`src/mtkd_pkg.sv`:
```
package mtkd_pkg;

   // Input item kinds, carried on req_tuser
   localparam logic KIND_KEY = 1'b0;
   localparam logic KIND_END = 1'b1;

   // Keypad symbol codes that need special handling
   localparam logic [3:0] KEY_SPACE     = 4'd1;
   localparam logic [3:0] KEY_FIRST_ABC = 4'd2;
   localparam logic [3:0] KEY_LAST_ABC  = 4'd9;
   localparam logic [3:0] KEY_PQRS      = 4'd7;
   localparam logic [3:0] KEY_WXYZ      = 4'd9;
   localparam logic [3:0] KEY_SEPARATOR = 4'd14;

   // Press counts wrap at the least common multiple of the group sizes
   localparam logic [3:0] COUNT_LAST = 4'd11;

   localparam logic [6:0] CHAR_SPACE  = 7'h20;
   localparam logic [6:0] CHAR_PERIOD = 7'h2E;

   // First letter of each letter group, keys 2 to 9
   localparam logic [6:0] GROUP_BASE [8] = '{
      7'h61, 7'h64, 7'h67, 7'h6A, 7'h6D, 7'h70, 7'h74, 7'h77
   };

   // (count - 1) mod 3, for counts 0 to 15
   localparam logic [1:0] POS3 [16] = '{
      2'd2, 2'd0, 2'd1, 2'd2, 2'd0, 2'd1, 2'd2, 2'd0,
      2'd1, 2'd2, 2'd0, 2'd1, 2'd2, 2'd0, 2'd1, 2'd2
   };

   typedef struct packed {
      logic       fire;
      logic       kind;
      logic [3:0] key;
   } step_type;

   typedef struct packed {
      logic       emit;
      logic [6:0] text_char;
   } result_type;

   // Character for a closed run of the given key and press count
   function automatic logic [6:0] decode_run(logic [3:0] key, logic [3:0] count);
      logic [3:0] group;
      logic [3:0] count_m1;
      logic [1:0] pos;
      logic [6:0] dec;
      group    = key - KEY_FIRST_ABC;
      count_m1 = count + 4'd3;
      if (key == KEY_PQRS || key == KEY_WXYZ) begin
         pos = count_m1[1:0];
      end else begin
         pos = POS3[count];
      end
      if (key == KEY_SPACE) begin
         dec = CHAR_SPACE;
      end else if (key inside {[KEY_FIRST_ABC:KEY_LAST_ABC]}) begin
         dec = GROUP_BASE[group[2:0]] + {5'd0, pos};
      end else begin
         dec = CHAR_PERIOD;
      end
      return dec;
   endfunction

endpackage

```
`src/mtkd_run_ctl.sv`:
```
module mtkd_run_ctl (
   input  logic                  clock,
   input  logic                  reset,
   input  mtkd_pkg::step_type    step,
   output mtkd_pkg::result_type  result
);

   logic [3:0] run_key_ff, run_key_in;
   logic [3:0] run_count_ff, run_count_in;
   logic       run_active_ff, run_active_in;
   logic [6:0] run_char;

   assign run_char = mtkd_pkg::decode_run(run_key_ff, run_count_ff);

   always_comb begin
      run_key_in    = run_key_ff;
      run_count_in  = run_count_ff;
      run_active_in = run_active_ff;
      result.emit      = 1'b0;
      result.text_char = run_char;
      if (step.kind == mtkd_pkg::KIND_END) begin
         result.emit   = run_active_ff;
         run_active_in = 1'b0;
         run_key_in    = 4'd0;
         run_count_in  = 4'd0;
      end else if (step.key == mtkd_pkg::KEY_SEPARATOR) begin
         result.emit = 1'b1;
         if (!run_active_ff) begin
            result.text_char = mtkd_pkg::CHAR_PERIOD;
         end
         run_active_in = 1'b0;
         run_key_in    = 4'd0;
         run_count_in  = 4'd0;
      end else if (run_active_ff && step.key == run_key_ff) begin
         run_count_in = (run_count_ff == mtkd_pkg::COUNT_LAST) ? 4'd0 : run_count_ff + 4'd1;
      end else begin
         // A new key closes any open run and opens its own
         result.emit   = run_active_ff;
         run_active_in = 1'b1;
         run_key_in    = step.key;
         run_count_in  = 4'd1;
      end
   end

   always_ff @(posedge clock) begin
      if (reset) begin
         run_key_ff    <= 4'd0;
         run_count_ff  <= 4'd0;
         run_active_ff <= 1'b0;
      end else if (step.fire) begin
         run_key_ff    <= run_key_in;
         run_count_ff  <= run_count_in;
         run_active_ff <= run_active_in;
      end
   end

endmodule

```
`src/multitap_keypad_text_decoder.sv`:
```
// Multi-tap keypad text decoder on the E.161 letter layout.
//
// Input channel (req_): one item per keypad event. req_tuser is the kind
// (0 = key press, 1 = end of message) and req_tdata[3:0] is the key code.
// Presses of the same key in a row form a run; a different key, the
// separator key or an end-of-message item closes the run and sends its
// character. Result channel (rsp_): one item per decoded character, ASCII
// in rsp_tdata[6:0], bit 7 always zero.
//
// rsp_tvalid rises once the closing item has passed from the input register,
// where its decode is formed, into the result register. Throughput is one
// item per cycle while no emitting item waits on a stalled result; the only
// loop is the run state update.
//
// Reset clears the run state and the valid flags of both registers, so
// no run is open and no result is pending. When the receiver stalls, the
// result register holds its item and the input register may still take
// one more item; an item that sends no character passes on regardless,
// so only items that must emit wait behind a stalled result.
module multitap_keypad_text_decoder (
   input  logic       clock,
   input  logic       reset,
   input  logic       req_tvalid,
   output logic       req_tready,
   input  logic [7:0] req_tdata,   // [3:0] key, [7:4] zero
   input  logic       req_tuser,   // [0] kind
   output logic       rsp_tvalid,
   input  logic       rsp_tready,
   output logic [7:0] rsp_tdata    // [6:0] text_char, [7] zero
);

   // Input register
   logic       in_valid_ff, in_valid_in;
   logic       in_kind_ff;
   logic [3:0] in_key_ff;

   // Result register
   logic       out_valid_ff, out_valid_in;
   logic [6:0] out_char_ff;

   mtkd_pkg::step_type   step;
   mtkd_pkg::result_type result;
   logic                 in_fire;
   logic                 req_fire;

   // The held item moves on unless it emits into a full, stalled result slot.
   assign in_fire    = in_valid_ff && (!result.emit || !out_valid_ff || rsp_tready);
   assign req_tready = !in_valid_ff || in_fire;
   assign req_fire   = req_tvalid && req_tready;

   assign step.fire = in_fire;
   assign step.kind = in_kind_ff;
   assign step.key  = in_key_ff;

   mtkd_run_ctl u_run_ctl (
      .clock  (clock),
      .reset  (reset),
      .step   (step),
      .result (result)
   );

   always_comb begin
      in_valid_in = in_valid_ff;
      if (req_fire) begin
         in_valid_in = 1'b1;
      end else if (in_fire) begin
         in_valid_in = 1'b0;
      end
      out_valid_in = out_valid_ff;
      if (in_fire && result.emit) begin
         out_valid_in = 1'b1;
      end else if (rsp_tready) begin
         out_valid_in = 1'b0;
      end
   end

   always_ff @(posedge clock) begin
      if (reset) begin
         in_valid_ff  <= 1'b0;
         out_valid_ff <= 1'b0;
      end else begin
         in_valid_ff  <= in_valid_in;
         out_valid_ff <= out_valid_in;
      end
   end

   always_ff @(posedge clock) begin
      if (req_fire) begin
         in_kind_ff <= req_tuser;
         in_key_ff  <= req_tdata[3:0];
      end
      if (in_fire && result.emit) begin
         out_char_ff <= result.text_char;
      end
   end

   assign rsp_tvalid = out_valid_ff;
   assign rsp_tdata  = {1'b0, out_char_ff};

endmodule

```
`config.mk`:
```
export PLATFORM = sky130hd
export DESIGN_NAME = multitap_keypad_text_decoder
export DESIGN_NICKNAME = d
export VERILOG_FILES = /design/src/mtkd_pkg.sv /design/src/mtkd_run_ctl.sv /design/src/multitap_keypad_text_decoder.sv
export SDC_FILE = /design/constraint.sdc
export NUM_CORES = 1
export LEC_CHECK = 0
export BUFFER_PORTS_ARGS = -buffer_cell sky130_fd_sc_hd__buf_2
export CAP_MARGIN = 40
export CORE_MARGIN = 10
export CORE_UTILIZATION = 51
export DETAILED_ROUTE_END_ITERATION = 6
export PLACE_DENSITY = 0.75
export SYNTH_ARGS = -nofsm -noshare
export SYNTH_HDL_FRONTEND = slang
export SYNTH_SLANG_ARGS = --single-unit
```
`constraint.sdc`:
```
create_clock -name clock -period 2.4 [get_ports clock]
set_clock_uncertainty 0.15 [all_clocks]
set_input_delay 0.48 -clock clock [delete_from_list [all_inputs] [get_ports clock]]
set_output_delay 0.48 -clock clock [all_outputs]
set_load 0.02 [all_outputs]
```
---- Word level (Yosys, flattened, before mapping) ----
Memories as Yosys holds them, arrays and structs flattened.
Index checks and enable logic that the tools add are counted.
Widths: inputs -> output; s select.
word-level totals
  flip-flop bits (word level) ............. 23
  memory bits (read-only) ................. 88
  input bits .............................. 13
  output and inout port bits .............. 10
  logic and storage cells ................. 69
  memories ................................ 2
cells by class
  add/subtract/negate cells ............... 4
  $lt $le $gt $ge ......................... 4
  equality and inequality tests ........... 7
  multiplexer cells ....................... 27
  bitwise gates (word level) .............. 2
  reduce and logical (&&, ||, !) cells .... 15
memories
  name              words  width  rd ports  clocked after Yosys merged registers in  write ports  RTL line        RTL
  (name not given)  8      7      1         0                                        0            mtkd_pkg.sv:59  dec = GROUP_BASE[group[2:0]] + {5'd0, pos};
  (name not given)  16     2      1         0                                        0            mtkd_pkg.sv:54  pos = POS3[count];
operator list
  cell                 count
  $mux 7               7
  $mux 4               7
  $eq 4x4->1 const B   3
  $mux 1               10
  $add 7x2->7          1
  $mux 2               3
  $ge 5x5->1 const B   1
  $logic_and 1x1->1    5
  $not 4->5            1
  $add 4x1->4 const B  1
  $eq 4x1->1 const B   1
  $eq 4x3->1 const B   1
  $eq 4x4->1           1
  $ge 4x2->1 const B   1
  $ge 4x4->1 const B   1
  $le 4x4->1 const B   1
  $logic_or 1x1->1     4
  $not 3->4            1
  $reduce_bool 2->1    2
  $logic_not 1->1      3
  $ne 3x2->1 const B   1
  $sub 3x2->3 const B  1
  $add 2x2->2 const B  1
  $reduce_and 2->1     1

---- Longest topological paths before layout ----
  word-level depth ........................ 12
  mapped depth ............................ 12
  gate-level depth less buffers ........... 12

---- Cells and area by module ----
A second synthesis with hierarchy kept.
unflattened totals
  cells, all modules ...................... 157
  area, all modules ....................... 1521.5 µm²
by module, submodules not included
  module                        times used  cells each  area each (µm²)  seq. area each (µm²)
  mtkd_run_ctl                  1           131         1046.0           180.2
  multitap_keypad_text_decoder  1           26          475.5            400.4

---- Worst setup path after synthesis ----
Ideal clock, no wire load.
  path kind ............................... reg-to-reg
  from .................................... register u_run_ctl.run_key_ff[1]
  to ...................................... register out_char_ff[6], data pin
  setup time .............................. 0.264 ns
  arrival time ............................ 2.305 ns
  data required time ...................... 1.986 ns
  slack ................................... -0.318 ns
  cell stages (with the launch flop) ...... 10
  path buffers ............................ 1
  clock period less this slack ............ 2.718 ns
  cell sequence ........................... dfxtp_1 -> buf_4 -> inv_1 -> ha_1 -> a21oi_1 -> mux2i_1 -> ha_1 -> inv_1 -> fa_1 -> o41a_1
RTL lines
  item                    RTL line                            RTL
  from (decl)             mtkd_run_ctl.sv:8                   logic [3:0] run_key_ff, run_key_in;
  from (signal assigned)  mtkd_run_ctl.sv:51                  run_key_ff <= run_key_in;
  to (signal assigned)    multitap_keypad_text_decoder.sv:93  out_char_ff <= result.text_char;
  to (decl)               multitap_keypad_text_decoder.sv:39  logic [6:0] out_char_ff;

==> reports/results.ini <==
[detailed_routing]
wl_per_cell_um = 14.5
first_iter_violations = 142
drcViolationCount = 0
firstDrtPassIters = 4
vias_per_cell = 5.47
wirelength_mm = 3.83
antenna_left = 0
num_vias = 1445

[logic_synthesis]
yosys_warnings = 0
synth-main-ff-cell = edfxtp_1
syn-instance-count = 167
ys_seq_area_frac = 0.358
ys_ff_latch = 23
synth_area_leaders = edfxtp_1 22%, dfxtp_1 14%, ha_1 9.3%
yosysUniqueCellTypes = 50
async_reset_ff_frac = 0
synth-edff-count = 12
syn_avg_cell_area_um2 = 9.72
synth_largest_area_cell = edfxtp_1
syn_nets = 193
synthesis.area_um2 = 1620
synthDominantCellAreaShare = 0.222

[setup_path]
path_class = reg2reg
cp_num_buf_inv = 2
end_kind = register
cp_max_fo = 3
worst_path_most_repeated_cell = inv_2
cp-start-kind = register
worst_ep_arrival_time_ns = 2.41
slowest_stage = dfxtp_2
crit_required_ns = 2.32
crit_path_cell_trace = inv_2 -> ha_4 -> nor2b_1 -> o31a_1 -> mux2i_1 -> ha_2 -> inv_2 -> fa_2 -> o41a_1
critPathMaxStageDelay_ns = 0.38
cpLargestDelayFamily = adder cells

[cts]
cts_root_buf = clkbuf_4
cts_inserted_buffers = 3
cts_tree = done
cts.sinks = 23
cts-htree-levels = 1
cts_hold_repair.buffers = 0
cts.clk_slew.worst_paths_ns = 0.14
insertion_delay_ns = 0.32
clock_path_buffers = 2

[die]
initial_utilization = 0.532
die_width_um = 76.4
rows = 20
io_pins = 23
die_h_um = 76.4
die-area_um2 = 5840
core_um2 = 3050

[sta]
slew_headroom = 0.627
fin_ws_ns = -0.0883
fin_crit_ns = 2.49
fmax_mhz = 402
rsz0062_at_grt = yes
worst_slew_pin_slew_ns = 0.560
setup_tns_ns = -0.310
maxSlewViolCount = 0
hold_viol_final = 0
min_period_over_period = 1.04
setup_viol = 5

[global_routing]
grt_use_total = 0.125
first_global_vias = 1438
grt_pass1_wl_mm = 6.31
antenna_found_initial = 0
grt_max_degree = 14
grt_overflow = 0

[layout]
mostFrequentLayoutCells = 37 x buf_4, 16 x buf_2, 12 x nor2_1, 12 x nand2_1, 12 x edfxtp_1
diodes = 0
fin_nets = 247
final_cells = 264
final_common_cell = buf_4
fin_util = 0.722
syn_to_final_growth_pct = 35.9
final.fill_count = 220
drive_gt1_frac = 0.432

[pwr]
p_per_area_nw_per_um2 = 356
vdd_ir_drop_max_v = 0.000358
p_leak_nw = 0.897
total_power_w = 0.000785

[run_status]
violations = negative setup slack
status = finished with violations

[place]
dp_cells = 246
place_ws_ns = -0.193
portBuffers = 17
globalplace.congestion = 0.905
hpwl_mm = 2.72

[job]
cap_viol_max_count = 0

[hold_path]
hold_class = in2reg

-- flip-flops by register name, summed over array words and instances, names as in the netlist --
register / count
u_run_ctl.run_count_ff: 4
out_char_ff: 7
in_valid_ff: 1
u_run_ctl.run_key_ff: 4
in_kind_ff: 1
u_run_ctl.run_active_ff: 1
in_key_ff: 4
rsp_tvalid: 1
-- cells by family after synthesis --
group                    count (synthesis)  synth area share
adder cells (fa/ha/maj)                 13             0.105
flip-flops                              23             0.358
multiplexers                            10            0.0632
AND/OR/NAND/NOR                         59             0.198
XOR/XNOR                                 6            0.0439
AO/OA/AOI/OAI                           37             0.181
buffers and inverters                   18            0.0486
other                                    1           0.00231
-- area by class of cell --
cell class              count  area (um^2)  share of cell area
clock buffers               3         22.5              0.0102
well taps                  44         55.1              0.0250
inverters                  12         50.0              0.0227
flip-flops and latches     23          591               0.268
repair buffers             55          380               0.173
multi-input cells         126         1100               0.499
clock inverters             1         5.00             0.00227
-- cell usage after synthesis (4+ instances only) --
| library cell | number |
|---|---|
| mux2i_1 | 8 |
| o21ai_0 | 4 |
| inv_1 | 11 |
| dfxtp_1 | 11 |
| nor2_1 | 12 |
| nor2b_1 | 5 |
| a21oi_1 | 8 |
| xnor2_1 | 5 |
| edfxtp_1 | 12 |
| nand2b_1 | 5 |
| ha_1 | 12 |
| nand2_1 | 12 |
| nand3_1 | 4 |
-- worst paths after layout --
path	cells after the start	slack (ns)	startpoint	to
max	9	-0.09	u_run_ctl.run_count_ff[0]	out_char_ff[6]
min	1	0.17	req_tdata[2]	in_key_ff[2]
max reg2reg	9	-0.09	u_run_ctl.run_count_ff[0]	out_char_ff[6]
min reg2reg	2	0.46	rsp_tvalid	rsp_tvalid
-- power breakdown --
group | internal, W | switching (W) | total (W)
Sequential | 0.000425 | 0.0000131 | 0.000438
Clock | 0.0000624 | 0.000123 | 0.000186
Combinational | 0.0000783 | 0.0000831 | 0.000161
-- per-layer routing --
layer	vias up	GRT usage	wire (um)
met3	6	0.0307	184
met5	-	0	0
met2	36	0.228	1980
met1	689	0.138	1610
met4	0	0.0409	55
li1	714	-	-
-- repair_timing --
action,CTS,global route
pin swaps,7,7
buffers inserted,7,7
endpoints found under the setup margin,7,7
gates resized for setup,14,13
-- through the flow --
stage          hold slack (ns)  instance area [um^2]
3_5_place_dp             0.440                  1960
4_1_cts                  0.173                  2090
6_report                 0.173                  2200
5_1_grt                  0.157                  2200
2_1_floorplan            0.338                  1670
3_3_place_gp             0.420                  1960
Note: power is estimated with default switching activity, not from simulation.
